===== config.mk =====
export PLATFORM = sky130hd
export DESIGN_NAME = mf3_job_queue
export DESIGN_NICKNAME = d
export VERILOG_FILES = /design/src/rtl/mf3_pkg.sv /design/src/rtl/mf3_job_queue.sv
export SDC_FILE = /design/constraint.sdc
export NUM_CORES = 1
export LEC_CHECK = 0
export ABC_AREA = 0
export BUFFER_PORTS_ARGS = -buffer_cell sky130_fd_sc_hd__buf_2
export CAP_MARGIN = 25
export CORE_MARGIN = 2
export CORE_UTILIZATION = 45
export CTS_CLUSTER_SIZE = 20
export DETAILED_ROUTE_END_ITERATION = 8
export PLACE_DENSITY = 0.71
export SLEW_MARGIN = 5
export SYNTH_ARGS = -nofsm -noshare
export SYNTH_HDL_FRONTEND = slang
export SYNTH_SLANG_ARGS = --single-unit

===== constraint.sdc =====
create_clock -name clock -period 12.9 [get_ports clock]
set_clock_uncertainty 0.15 [all_clocks]
set_input_delay 1.29 -clock clock [delete_from_list [all_inputs] [get_ports clock]]
set_output_delay 1.29 -clock clock [all_outputs]
set_load 0.03 [all_outputs]

===== src/rtl/mf3_pkg.sv =====
// Package for the 3x3 median pixel filter: sizes, register indexes and the
// job record handed from the front end to the median back end.
// No dependencies.
`default_nettype none
package mf3_pkg;
   localparam int MAX_WIDTH   = 2048;
   localparam int MAX_HEIGHT  = 2048;
   localparam int COL_W       = 11;
   localparam int ROW_W       = 11;
   localparam int SIZE_W      = 12;
   localparam int CSR_IDX_W   = 2;
   localparam int CSR_DATA_W  = 12;
   localparam int QUEUE_DEPTH = 4;
   localparam int QPTR_W      = 2;
   localparam int QCNT_W      = 3;

   localparam logic [CSR_IDX_W-1:0] CSR_WIDTH  = 2'd0;
   localparam logic [CSR_IDX_W-1:0] CSR_HEIGHT = 2'd1;
   localparam logic [CSR_IDX_W-1:0] CSR_ALPHA  = 2'd2;

   localparam logic [SIZE_W-1:0] WIDTH_RESET  = 12'd640;
   localparam logic [SIZE_W-1:0] HEIGHT_RESET = 12'd480;

   typedef logic [31:0] pixel_type;            // {alpha, blue, green, red}
   typedef pixel_type [2:0][2:0] window_type;  // [column][row], oldest first
   typedef logic [8:0][7:0] nine_type;

   typedef struct packed {
      window_type       win;
      logic [COL_W-1:0] col;
      logic [ROW_W-1:0] row;
      logic             c_gt0;
      logic             c_ge2;
      logic             c_last;
      logic             r_gt0;
      logic             r_ge2;
      logic             r_last;
   } job_type;
endpackage
`default_nettype wire


===== src/rtl/mf3_job_queue.sv =====
// Short queue of jobs between the front end and the median back end.
// Depends on mf3_pkg.
`default_nettype none
module mf3_job_queue (
   input  wire logic                       clock,
   input  wire logic                       reset,
   input  wire logic                       push,
   input  wire mf3_pkg::job_type           push_job,
   input  wire logic                       pop,
   output mf3_pkg::job_type                head,
   output logic                            not_empty,
   output logic [mf3_pkg::QCNT_W-1:0]      count
);
   import mf3_pkg::*;

   job_type           slots [QUEUE_DEPTH];
   logic [QPTR_W-1:0] wr_ptr_ff, rd_ptr_ff;
   logic [QCNT_W-1:0] count_ff;

   always_ff @(posedge clock) begin
      if (reset) begin
         wr_ptr_ff <= '0;
         rd_ptr_ff <= '0;
         count_ff  <= '0;
      end else begin
         if (push) wr_ptr_ff <= wr_ptr_ff + 1'b1;
         if (pop) rd_ptr_ff <= rd_ptr_ff + 1'b1;
         count_ff <= count_ff + QCNT_W'(push) - QCNT_W'(pop);
      end
   end

   always_ff @(posedge clock) begin
      if (push) slots[wr_ptr_ff] <= push_job;
   end

   assign head      = slots[rd_ptr_ff];
   assign not_empty = count_ff != '0;
   assign count     = count_ff;
endmodule
`default_nettype wire


==> results.py <==
metrics = {
    "final_layout": {
        "drive_gt1_share_pct": 46.89,
        "nets": 2748,
        "n_fill_cell": 7662,
        "fin_area_sq_mm": 0.05498,
        "area_growth_pct": 19.47,
    },
    "setup_path": {
        "crit_top_cell": "buf_4",
        "path_buf_inv": 4,
        "rr_startpoint": "wr_ptr_ff[1]$_SDFFE_PP0P_",
        "ff2ff_setup_slack_ps": 8720,
        "cp_slowest_stage_delay_ps": 860,
        "cp.arrival_ps": 4620,
        "r2r_cells": 6,
        "r2r_end": "slots[1][150]$_DFFE_PP_",
        "critPathSlowestCell": "dfxtp_4",
        "critPathCaptureType": "primary output",
        "critPathKind": "reg2out",
        "crit_fanout": 55,
        "crit_path_start_kind": "flop",
        "crit_chain": "buf_4, buf_4, buf_4, mux4_2, buf_2",
        "crit_required_ps": 11460,
        "crit_family": "buffers and inverters",
    },
    "clocking": {
        "cts_setup_buffers": 0,
        "clk_pin_slew_ps": 60,
        "tritoncts": "yes",
        "cts.repair.resized": 0,
        "cts.sinks": 1273,
        "cts_buffers": 132,
        "max-clock-path-buffers": 3,
        "cts-root-buf": "clkbuf_16",
        "clk-insertion-delay-late_ps": 730,
        "postCtsHoldBufs": 0,
        "htreeDepth": 4,
    },
    "placed_design": {
        "place.gp.congestion": 0.7804,
        "placed_cell_area_sq_mm": 0.05070,
        "hpwl_mm": 58.18,
        "place.port_buffers": 639,
    },
    "sta": {
        "rsz0062_at_grt": "false",
        "finalSetupViolations": 0,
        "period_share_pct": 47.00,
        "hold_viol": 0,
        "relSlewSlack_pct": 19.51,
        "tightest_slew_ps": 1207,
        "tns_ps": 0,
        "fin_crit_ps": 6063,
        "timing.fmax_ghz": 0.1649,
        "drv_slew": 0,
    },
    "drt": {
        "wl_per_cell_um": 24.11,
        "via_per_inst": 5.341,
        "vias": 20878,
        "drt_pass1_iterations": 5,
        "wirelength_mm": 94.24,
        "drcViolationCount": 0,
        "ant_nets": 0,
        "drt_iter0_markers": 1415,
    },
    "synth": {
        "synth_top_area_cell": "edfxtp_1",
        "synth_seq_area_share_pct": 82.87,
        "async_flop_share_pct": 0,
        "synth_flop_cell": "edfxtp_1",
        "synth_top_area_share_pct": 82.48,
        "synthCells": 1691,
        "yosysMostFrequentCell": "edfxtp_1",
        "syn_nets": 2018,
        "synth.top_cells.by_area": "edfxtp_1, mux4_2, buf_6",
        "ys_types": 19,
        "synth_area_per_cell_sq_um": 27.22,
        "synth_edf_count": 1264,
        "ys_warn_count": 0,
        "syn_area_sq_mm": 0.04602,
        "ys_ff_latch": 1273,
        "synthTopCellsByCount": "edfxtp_1, mux4_2, buf_2",
    },
    "hold_path": {
        "hp-start": "rd_ptr_ff[0]$_SDFFE_PP0P_",
        "holdPathStages": 2,
        "hp-class": "reg2reg",
    },
    "die": {
        "die_w_um": 323.8,
        "io-pin-count": 640,
        "dieArea_sq_mm": 0.1048,
        "std_cell_rows": 117,
        "die_height_um": 323.8,
        "initial_core_util_pct": 45.30,
        "core-area_sq_mm": 0.1016,
    },
    "global_route": {
        "antenna_found_initial": 42,
        "grt_max_degree": 144,
        "gr-total-overflow": 0,
        "grt_pass1_wl_mm": 137.6,
        "track_usage_pct": 17.74,
        "first_global_vias": 22024,
    },
    "status": {
        "status": "finished clean",
    },
    "power_and_ir_drop": {
        "power_leakage_nw": 18.30,
        "p_per_area_mw_per_mm2": 173.4,
        "p_total_mw": 9.536,
        "ir_worst_vdd_mv": 0.1531,
    },
    "run": {
        "maxCapViolCount": 0,
    },
}
-- stage by stage --
stage	util, %	worst slack, ps	hold slack, ps	std cells
final	54.12	6837	396.5	3909
after global routing	54.10	6624	449.7	3901
after CTS	54.05	6732	395.9	3890
after detailed placement	49.90	7549	389.6	3654
after global placement	49.88	7583	353.8	3653
after floorplan	-	3620	341.8	1691
-- worst max path at each step --
stage,from,endpoint,slack (ps),depth (start not counted)
floorplan,push,slots[0][0]$_DFFE_PP_,3620,1
global placement,flop,head[89],7580,5
detailed placement,flop,head[89],7550,5
CTS,flop,head[89],6730,5
global route,flop,head[169],6620,5
finish,flop,head[169],6840,5
-- sequential cells by signal (all words and copies together) (netlist names), named ones only --
name / cells
slots: 1264
count: 3
wr_ptr_ff: 2
rd_ptr_ff: 2
-- routing by layer --
| metal | up-vias | GRT usage, % | routed length [um] |
|---|---|---|---|
| met5 | - | 0 | 300 |
| met4 | 50 | 6.996 | 2742 |
| met3 | 214 | 6.849 | 9115 |
| met2 | 780 | 28.93 | 47980 |
| met1 | 10952 | 21.36 | 34100 |
| li1 | 8882 | - | - |
-- cell families (layout without fill, tap and decap cells) --
logic type,Yosys count,in the layout,synth area share [%]
other,0,18,0
multiplexers,317,317,15.49
XOR/XNOR,3,3,0.08972
AND/OR/NAND/NOR,13,13,0.1523
flip-flops,1273,1273,82.87
buffers and inverters,76,908,1.166
adder cells (fa/ha/maj),7,7,0.2066
AO/OA/AOI/OAI,2,2,0.03262
-- report_power, final --
group | internal [mW] | switching, mW | leakage [nW]
registers | 4.76 | 0.0499 | 11.7
logic | 0.370 | 0.699 | 4.55
clock network | 2.11 | 1.55 | 2.07
total | 7.24 | 2.30 | 18.3
-- cells in the final DEF, fill, tap and decap left out, types with 4 or more instances in the layout --
| master | synthesis | final |
|---|---|---|
| inv_1 | 6 | 6 |
| inv_6 | 0 | 7 |
| clkbuf_1 | 9 | 19 |
| buf_2 | 33 | 639 |
| mux4_2 | 316 | 316 |
| dfxtp_1 | 9 | 7 |
| edfxtp_1 | 1264 | 1264 |
| bufinv_16 | 0 | 9 |
| and2_4 | 0 | 4 |
| nor2_1 | 5 | 5 |
| inv_16 | 0 | 5 |
| clkinvlp_4 | 0 | 5 |
| buf_4 | 0 | 21 |
| buf_12 | 0 | 4 |
| clkbuf_16 | 0 | 134 |
| clkinv_2 | 0 | 31 |
| clkinv_1 | 0 | 23 |
| ha_1 | 6 | 6 |
| diode_2 | 0 | 18 |
-- worst reg2reg max path, delay by kind of cell (launching register included) --
family | cells | cell delay [ps]
AND/OR/NAND/NOR | 1 | 600
buffers and inverters | 4 | 2460
adder cells (fa/ha/maj) | 1 | 170
flip-flops | 1 | 340
-- area by class of cell --
type,instances,area (sq um),area share [%]
Timing Repair Buffer,666,3491,6.349
Sequential cell,1273,38140,69.37
Antenna cell,18,45.04,0.08192
Inverter,6,22.52,0.04096
Clock inverter,83,787.0,1.431
Clock buffer,153,3425,6.228
Multi-Input combinational cell,342,7358,13.38
Tap cell,1368,1712,3.113
Power figures use the tool's default switching activity.
