===== config.mk =====
export PLATFORM = sky130hd
export DESIGN_NAME = mf3_back_flat
export DESIGN_NICKNAME = d
export VERILOG_FILES = /design/src/rtl/mf3_pkg.sv /design/src/rtl/mf3_channels_if.sv /design/src/rtl/mf3_back.sv /design/src/flat_wrapper.sv
export SDC_FILE = /design/constraint.sdc
export NUM_CORES = 2
export LEC_CHECK = 0
export BUFFER_PORTS_ARGS = -buffer_cell sky130_fd_sc_hd__buf_4
export CAP_MARGIN = 25
export CORE_MARGIN = 5
export CORE_UTILIZATION = 61
export DETAILED_ROUTE_END_ITERATION = 10
export PLACE_DENSITY = 0.88
export SLEW_MARGIN = 5
export SYNTH_ARGS = -nofsm -noshare
export SYNTH_HDL_FRONTEND = slang
export SYNTH_SLANG_ARGS = --single-unit

===== constraint.sdc =====
create_clock -name clock -period 36.1 [get_ports clock]
set_input_delay 7.22 -clock clock [delete_from_list [all_inputs] [get_ports clock]]
set_output_delay 7.22 -clock clock [all_outputs]
set_load 0.02 [all_outputs]

===== src/rtl/mf3_pkg.sv =====
// Package for the 3x3 median pixel filter: sizes, register indexes and the
// job record handed from the front end to the median back end.
// No dependencies.
`default_nettype none
package mf3_pkg;
   localparam int MAX_WIDTH   = 2048;
   localparam int MAX_HEIGHT  = 2048;
   localparam int COL_W       = 11;
   localparam int ROW_W       = 11;
   localparam int SIZE_W      = 12;
   localparam int CSR_IDX_W   = 2;
   localparam int CSR_DATA_W  = 12;
   localparam int QUEUE_DEPTH = 4;
   localparam int QPTR_W      = 2;
   localparam int QCNT_W      = 3;

   localparam logic [CSR_IDX_W-1:0] CSR_WIDTH  = 2'd0;
   localparam logic [CSR_IDX_W-1:0] CSR_HEIGHT = 2'd1;
   localparam logic [CSR_IDX_W-1:0] CSR_ALPHA  = 2'd2;

   localparam logic [SIZE_W-1:0] WIDTH_RESET  = 12'd640;
   localparam logic [SIZE_W-1:0] HEIGHT_RESET = 12'd480;

   typedef logic [31:0] pixel_type;            // {alpha, blue, green, red}
   typedef pixel_type [2:0][2:0] window_type;  // [column][row], oldest first
   typedef logic [8:0][7:0] nine_type;

   typedef struct packed {
      window_type       win;
      logic [COL_W-1:0] col;
      logic [ROW_W-1:0] row;
      logic             c_gt0;
      logic             c_ge2;
      logic             c_last;
      logic             r_gt0;
      logic             r_ge2;
      logic             r_last;
   } job_type;
endpackage
`default_nettype wire


===== src/rtl/mf3_channels_if.sv =====
// Stream channels of the median filter: pixel requests and filtered responses.
// Depends on nothing.
`default_nettype none


interface mf3_rsp_if;
   logic        valid;
   logic        ready;
   logic [7:0]  red_out;
   logic [7:0]  green_out;
   logic [7:0]  blue_out;
   logic [7:0]  alpha_out;
   logic [10:0] out_column;
   logic [10:0] out_row;
   logic        last_of_run;
   logic        frame_done;
   modport source(output valid, red_out, green_out, blue_out, alpha_out, out_column,
                  out_row, last_of_run, frame_done, input ready);
   modport sink(input valid, red_out, green_out, blue_out, alpha_out, out_column,
                out_row, last_of_run, frame_done, output ready);
endinterface
`default_nettype wire


===== src/rtl/mf3_back.sv =====
// Back end: expands each job into its outputs and finds the per-channel
// median through a rank-select pipeline. Depends on mf3_pkg and mf3_rsp_if.
`default_nettype none
module mf3_back (
   input  wire logic      clock,
   input  wire logic      reset,
   input  wire mf3_pkg::job_type head,
   input  wire logic      not_empty,
   input  wire logic      alpha_en,
   output logic           pop,
   mf3_rsp_if.source      rsp_chan
);
   import mf3_pkg::*;

   function automatic logic [3:0] low_pads(input logic [3:0] n);
      case (n)
         4'd1, 4'd2: low_pads = 4'd4;
         4'd3, 4'd4: low_pads = 4'd3;
         4'd6:       low_pads = 4'd2;
         default:    low_pads = 4'd0;
      endcase
   endfunction

   logic en, take, last_col, last_row, is_cur_col, is_cur_row;
   logic col_sel_ff, row_sel_ff;
   logic [2:0] cmask, rmask;
   logic [1:0] pc, pr;
   logic [3:0] n, plow, lowcnt;
   nine_type [2:0] pad;
   logic [1:0] awx, awy;

   // stage 0
   logic           v0_ff, even0_ff, last0_ff, frame0_ff;
   nine_type [2:0] vals0_ff;
   logic [7:0]     alpha0_ff;
   logic [COL_W-1:0] ox0_ff;
   logic [ROW_W-1:0] oy0_ff;
   // stage 1
   logic           v1_ff, even1_ff, last1_ff, frame1_ff;
   nine_type [2:0] vals1_ff;
   logic [2:0][8:0][8:0] lt1_ff;
   logic [7:0]     alpha1_ff;
   logic [COL_W-1:0] ox1_ff;
   logic [ROW_W-1:0] oy1_ff;
   // stage 2
   logic           v2_ff, even2_ff, last2_ff, frame2_ff;
   logic [2:0][7:0] s4_ff, s5_ff, s4_in, s5_in;
   logic [7:0]     alpha2_ff;
   logic [COL_W-1:0] ox2_ff;
   logic [ROW_W-1:0] oy2_ff;
   // output
   logic           out_valid_ff, out_last_ff, out_frame_ff;
   logic [2:0][7:0] out_ff;
   logic [7:0]     out_alpha_ff;
   logic [COL_W-1:0] out_col_ff;
   logic [ROW_W-1:0] out_row_ff;

   assign en   = !out_valid_ff || rsp_chan.ready;
   assign take = en && not_empty;

   assign last_col   = !(head.c_gt0 && head.c_last) || col_sel_ff;
   assign last_row   = !(head.r_gt0 && head.r_last) || row_sel_ff;
   assign is_cur_col = !head.c_gt0 || col_sel_ff;
   assign is_cur_row = !head.r_gt0 || row_sel_ff;
   assign pop        = take && last_col && last_row;

   always_ff @(posedge clock) begin
      if (reset) begin
         col_sel_ff <= 1'b0;
         row_sel_ff <= 1'b0;
      end else if (take) begin
         if (last_col) begin
            col_sel_ff <= 1'b0;
            row_sel_ff <= last_row ? 1'b0 : 1'b1;
         end else begin
            col_sel_ff <= 1'b1;
         end
      end
   end

   // neighbors inside the image, by window column and row
   assign cmask = is_cur_col ? {1'b1, head.c_gt0, 1'b0} : {1'b1, 1'b1, head.c_ge2};
   assign rmask = is_cur_row ? {1'b1, head.r_gt0, 1'b0} : {1'b1, 1'b1, head.r_ge2};
   assign pc    = 2'($countones(cmask));
   assign pr    = 2'($countones(rmask));
   assign n     = {2'b00, pc} * {2'b00, pr};
   assign plow  = low_pads(n);
   assign awx   = is_cur_col ? 2'd2 : 2'd1;
   assign awy   = is_cur_row ? 2'd2 : 2'd1;

   // missing neighbors become 0 or 255 so that the median lands on slot 4, or on slots 4 and 5 averaged for even counts
   always_comb begin
      lowcnt = '0;
      pad    = '0;
      for (int k = 0; k < 9; k++) begin
         if (cmask[k / 3] && rmask[k % 3]) begin
            for (int ch = 0; ch < 3; ch++) pad[ch][k] = head.win[k / 3][k % 3][8 * ch +: 8];
         end else if (lowcnt < plow) begin
            lowcnt = lowcnt + 1'b1;
         end else begin
            for (int ch = 0; ch < 3; ch++) pad[ch][k] = 8'hFF;
         end
      end
   end

   always_comb begin
      s4_in = '0;
      s5_in = '0;
      for (int ch = 0; ch < 3; ch++) begin
         for (int i = 0; i < 9; i++) begin
            if (4'($countones(lt1_ff[ch][i])) == 4'd4) s4_in[ch] = s4_in[ch] | vals1_ff[ch][i];
            if (4'($countones(lt1_ff[ch][i])) == 4'd5) s5_in[ch] = s5_in[ch] | vals1_ff[ch][i];
         end
      end
   end

   always_ff @(posedge clock) begin
      if (reset) begin
         v0_ff        <= 1'b0;
         v1_ff        <= 1'b0;
         v2_ff        <= 1'b0;
         out_valid_ff <= 1'b0;
      end else if (en) begin
         v0_ff        <= take;
         v1_ff        <= v0_ff;
         v2_ff        <= v1_ff;
         out_valid_ff <= v2_ff;
      end
   end

   always_ff @(posedge clock) begin
      if (en) begin
         vals0_ff  <= pad;
         even0_ff  <= (pc == 2'd2) || (pr == 2'd2);
         alpha0_ff <= alpha_en ? head.win[awx][awy][31:24] : 8'h00;
         ox0_ff    <= is_cur_col ? head.col : head.col - 1'b1;
         oy0_ff    <= is_cur_row ? head.row : head.row - 1'b1;
         last0_ff  <= last_col && last_row;
         frame0_ff <= is_cur_col && head.c_last && is_cur_row && head.r_last;

         // ranks with ties broken by slot
         for (int ch = 0; ch < 3; ch++)
            for (int i = 0; i < 9; i++)
               for (int j = 0; j < 9; j++)
                  lt1_ff[ch][i][j] <= (vals0_ff[ch][j] < vals0_ff[ch][i])
                                      || ((vals0_ff[ch][j] == vals0_ff[ch][i]) && (j < i));
         vals1_ff  <= vals0_ff;
         even1_ff  <= even0_ff;
         alpha1_ff <= alpha0_ff;
         ox1_ff    <= ox0_ff;
         oy1_ff    <= oy0_ff;
         last1_ff  <= last0_ff;
         frame1_ff <= frame0_ff;

         s4_ff     <= s4_in;
         s5_ff     <= s5_in;
         even2_ff  <= even1_ff;
         alpha2_ff <= alpha1_ff;
         ox2_ff    <= ox1_ff;
         oy2_ff    <= oy1_ff;
         last2_ff  <= last1_ff;
         frame2_ff <= frame1_ff;

         for (int ch = 0; ch < 3; ch++)
            out_ff[ch] <= even2_ff ? 8'(({1'b0, s4_ff[ch]} + {1'b0, s5_ff[ch]}) >> 1)
                                   : s4_ff[ch];
         out_alpha_ff <= alpha2_ff;
         out_col_ff   <= ox2_ff;
         out_row_ff   <= oy2_ff;
         out_last_ff  <= last2_ff;
         out_frame_ff <= frame2_ff;
      end
   end

   assign rsp_chan.valid       = out_valid_ff;
   assign rsp_chan.red_out     = out_ff[0];
   assign rsp_chan.green_out   = out_ff[1];
   assign rsp_chan.blue_out    = out_ff[2];
   assign rsp_chan.alpha_out   = out_alpha_ff;
   assign rsp_chan.out_column  = out_col_ff;
   assign rsp_chan.out_row     = out_row_ff;
   assign rsp_chan.last_of_run = out_last_ff;
   assign rsp_chan.frame_done  = out_frame_ff;
endmodule
`default_nettype wire


===== src/flat_wrapper.sv =====
// flat-port wrapper written by rule: the top's interface ports become plain ports
module mf3_back_flat import mf3_pkg::*;
  (clock, reset, head, not_empty, alpha_en, pop, rsp_chan_valid, rsp_chan_red_out, rsp_chan_green_out, rsp_chan_blue_out, rsp_chan_alpha_out, rsp_chan_out_column, rsp_chan_out_row, rsp_chan_last_of_run, rsp_chan_frame_done, rsp_chan_ready);
  mf3_rsp_if rsp_chan_i ();
  input  wire logic clock;
  input  wire logic reset;
  input  wire mf3_pkg::job_type head;
  input  wire logic not_empty;
  input  wire logic alpha_en;
  output logic pop;
  output wire logic [$bits(rsp_chan_i.valid)-1:0] rsp_chan_valid;
  output wire logic [$bits(rsp_chan_i.red_out)-1:0] rsp_chan_red_out;
  output wire logic [$bits(rsp_chan_i.green_out)-1:0] rsp_chan_green_out;
  output wire logic [$bits(rsp_chan_i.blue_out)-1:0] rsp_chan_blue_out;
  output wire logic [$bits(rsp_chan_i.alpha_out)-1:0] rsp_chan_alpha_out;
  output wire logic [$bits(rsp_chan_i.out_column)-1:0] rsp_chan_out_column;
  output wire logic [$bits(rsp_chan_i.out_row)-1:0] rsp_chan_out_row;
  output wire logic [$bits(rsp_chan_i.last_of_run)-1:0] rsp_chan_last_of_run;
  output wire logic [$bits(rsp_chan_i.frame_done)-1:0] rsp_chan_frame_done;
  input wire logic [$bits(rsp_chan_i.ready)-1:0] rsp_chan_ready;
  assign rsp_chan_valid = rsp_chan_i.valid;
  assign rsp_chan_red_out = rsp_chan_i.red_out;
  assign rsp_chan_green_out = rsp_chan_i.green_out;
  assign rsp_chan_blue_out = rsp_chan_i.blue_out;
  assign rsp_chan_alpha_out = rsp_chan_i.alpha_out;
  assign rsp_chan_out_column = rsp_chan_i.out_column;
  assign rsp_chan_out_row = rsp_chan_i.out_row;
  assign rsp_chan_last_of_run = rsp_chan_i.last_of_run;
  assign rsp_chan_frame_done = rsp_chan_i.frame_done;
  assign rsp_chan_i.ready = rsp_chan_ready;
  mf3_back u_core (.clock(clock), .reset(reset), .head(head), .not_empty(not_empty), .alpha_en(alpha_en), .pop(pop), .rsp_chan(rsp_chan_i));
endmodule

==> run_results.csv <==
group,metric,value,unit
cells_and_area,final_util,69.9,%
setup_path,arrival,9.34,ns
timing,final_hold_viol_count,0,
timing,fin_crit,16.56,ns
synthesis,synth-edff-count,851,
cts,cts_setup_buffers,0,
cts,clockRootBuffer,"clkbuf_16",
job,cap_violations,0,
cells_and_area,stdcell_count,6144,
synthesis,yosysWarningCount,0,
cells_and_area,final_cell_mix,"ha_1 (1034), edfxtp_1 (851), buf_4 (391)",
cells_and_area,fin_nets,6342,
timing,fin_setup_tns,0,ns
place,placed_area,0.0598,mm^2
place,dp.cells,5951,
place,globalplace.congestion,0.986,
min_path,hold_depth,0,
timing,setup_viol,0,
cts,cts_resized,0,
synthesis,ys_seq_elements,857,
routing,finalWirelength,174000,um
pwr,p_leak,28.1,nW
setup_path,criticalPathCategory,"primary input to output pin",
floorplan,core_region_area,0.0900,mm^2
floorplan,dieArea,0.0968,mm^2
cts,clkSinkCount,857,
cts,htreeDepth,3,
cells_and_area,area_growth,13.8,%
timing,finClkSkew,0.0269,ns
cts,postCtsHoldBufs,0,
setup_path,regToRegStartpoint,"u_core.col_sel_ff$_SDFFE_PP0P_",
timing,fmax,60.4,MHz
synthesis,ys_types,62,
setup_path,crit_path_end_kind,"output pin",
synthesis,synth.net_count,5913,
setup_path,rr_worst_depth,22,
synthesis,synthCells,4447,
timing,post-route-period-util,45.9,%
synthesis,ys.flop_type,"edfxtp_1",
status,violations,"design-rule violations",
routing,post-route-drc-count,14,
synthesis,synthArstFlopShare,0,%
cells_and_area,layout_commonest_cell,"ha_1",
routing,postRouteAntennaNets,0,
cts,clk_path_buf_depth,3,
cells_and_area,layout-drive-gt1-share,12.5,%
place,port_buffers,338,
timing,rsz0062_at_grt,"no",
routing,wl_per_cell,28.3,um
global_route,grt_usage,35.1,%
routing,drt_pre_antenna_iters,11,
setup_path,r2r-end,"u_core.vals0_ff[106]$_DFFE_PN_",
floorplan,start_util,61.5,%
setup_path,r2r_setup_slack,29.45,ns
timing,finalMaxSlewViolations,0,
status,status,"finished, violations left",
global_route,grt_antenna_before_repair,18,
place,dpl.hpwl,125000,um
setup_path,worstPathRequired,28.88,ns
timing,worstMarginPinSlew,1.19,ns
routing,first_iter_violations,5843,
min_path,min_from,"u_core.oy2_ff[8]$_DFFE_PN_",
floorplan,rows,110,
timing,slew-limit-headroom,20.5,%
synthesis,syn_avg_cell_area,12.4,um^2
pwr,ir_drop,0.0711,mV
pwr,powerDensity,105,mW/mm^2
setup_path,start_kind,"primary input",
setup_path,worstPathMaxFanout,37,
global_route,grt_max_degree,186,
min_path,hp-class,"flip-flop to flip-flop",
cts,clkTransAtPathRegs,0.07,ns
cells_and_area,final_area,0.0629,mm^2
global_route,grt_first_pass_wirelength,256000,um
cts,clock_latency,0.69,ns
routing,vias,41800,
global_route,grt_pass1_vias,42500,
floorplan,ios,379,
synthesis,yosysSeqAreaShare,46.4,%
floorplan,die_x,311,um
synthesis,syn_area,0.0553,mm^2
min_path,min_to,"u_core.rsp_chan.out_row[8]$_DFFE_PN_",
cts,cts_tree,"yes",
routing,via_per_inst,6.81,
global_route,overflow,0,
cts,cts_made_buffers,92,
floorplan,die_y,311,um
layout make-up:
type                            count  area, um^2
Antenna cell                       12        30.0
Fill cell                        6061       27100
Inverter                          318        1200
Sequential cell                   857       25700
Clock inverter                     67         609
Timing Repair Buffer              404        3120
Clock buffer                      107        2440
Tap cell                         1176        1470
Multi-Input combinational cell   3203       28400
power by group:
part           internal (W)  switching (W)  total [W]
clock network      0.000546       0.000420   0.000966
logic               0.00171        0.00213    0.00384
registers           0.00155       0.000285    0.00184
total               0.00380        0.00284    0.00664
worst max path at each step:
stage,startpoint,end,slack (ns),depth (start not counted)
2_1_floorplan,rsp_chan_ready,pop,2.20,4
3_3_place_gp,head[2],pop,19.51,5
3_5_place_dp,head[2],pop,19.49,5
4_1_cts,head[2],pop,19.46,5
5_1_grt,head[2],pop,19.42,5
6_report,head[2],pop,19.54,5
critical path, stage by stage:
cell	delay (ns)
buf_4	0.56
nor2b_1	0.89
a22oi_1	0.19
nor2b_1	0.27
buf_4	0.18
kinds of logic (layout without fill, tap and decap cells):
kind of cell	after synthesis	after routing	synth area share, %
other cells	0	12	0
mux	26	26	0.697
buf+inv	387	896	2.67
compound gates	982	982	12.0
fa+ha+maj	1145	1145	27.4
simple gates	1019	1019	10.3
flops	857	857	46.4
xor+xnor	31	31	0.491
synth_stat cells (8+ instances only):
master / number / area, um^2
ha_1: 1034 / 12900
edfxtp_1: 851 / 25600
inv_1: 317 / 1190
o21ai_0: 244 / 1220
a21o_1: 212 / 1590
nand4_1: 202 / 1260
nand2b_1: 190 / 1190
nor2_1: 176 / 661
nand2_1: 141 / 529
a21oi_1: 135 / 676
nor2b_1: 117 / 732
fa_1: 111 / 2220
a211oi_1: 107 / 803
a22oi_1: 107 / 803
o21a_1: 66 / 495
nand3_1: 59 / 295
a222oi_1: 48 / 480
clkbuf_1: 45 / 169
and3_1: 37 / 231
nor4b_1: 27 / 236
nor4bb_1: 27 / 270
a221oi_1: 20 / 175
xor2_1: 20 / 175
a22o_1: 19 / 166
buf_1: 15 / 56.3
xnor2_1: 11 / 96.3
and2_1: 10 / 62.6
nor3_1: 10 / 50.1
mux2_2: 9 / 101
mux4_2: 8 / 180
sequential cells by signal (all words and copies together), names as in the netlist, 8 cells and up:
register                    count
u_core.alpha2_ff                8
u_core.vals1_ff               216
u_core.vals0_ff               216
u_core.rsp_chan.blue_out        8
u_core.lt1_ff                 216
u_core.alpha0_ff                8
u_core.s4_ff                   24
u_core.oy0_ff                  11
u_core.ox2_ff                  11
u_core.rsp_chan.out_row        11
u_core.rsp_chan.red_out         8
u_core.ox0_ff                  11
u_core.ox1_ff                  11
u_core.oy1_ff                  11
u_core.oy2_ff                  11
u_core.rsp_chan.alpha_out       8
u_core.rsp_chan.out_column     11
u_core.alpha1_ff                8
u_core.rsp_chan.green_out       8
u_core.s5_ff                   24
layer usage:
layer	routed length, um	share of wire, %	track usage, %	vias to the layer above
li1	-	-	-	18100
met1	61800	36	44.6	19900
met2	73900	42	52.6	3029
met3	24900	14	11.2	829
met4	13400	7.7	21.4	12
met5	57	0.033	0	-
stage by stage:
step	hold slack, ns	worst slack [ns]	power (W)
after detailed placement	0.405	19.49	0.00550
after global placement	0.400	19.51	0.00525
after CTS	0.417	19.46	0.00650
after global routing	0.424	19.42	0.00703
final	0.417	19.54	0.00664
after floorplan	0.400	2.20	0.00411
Note: power is estimated with default switching activity, not from simulation.
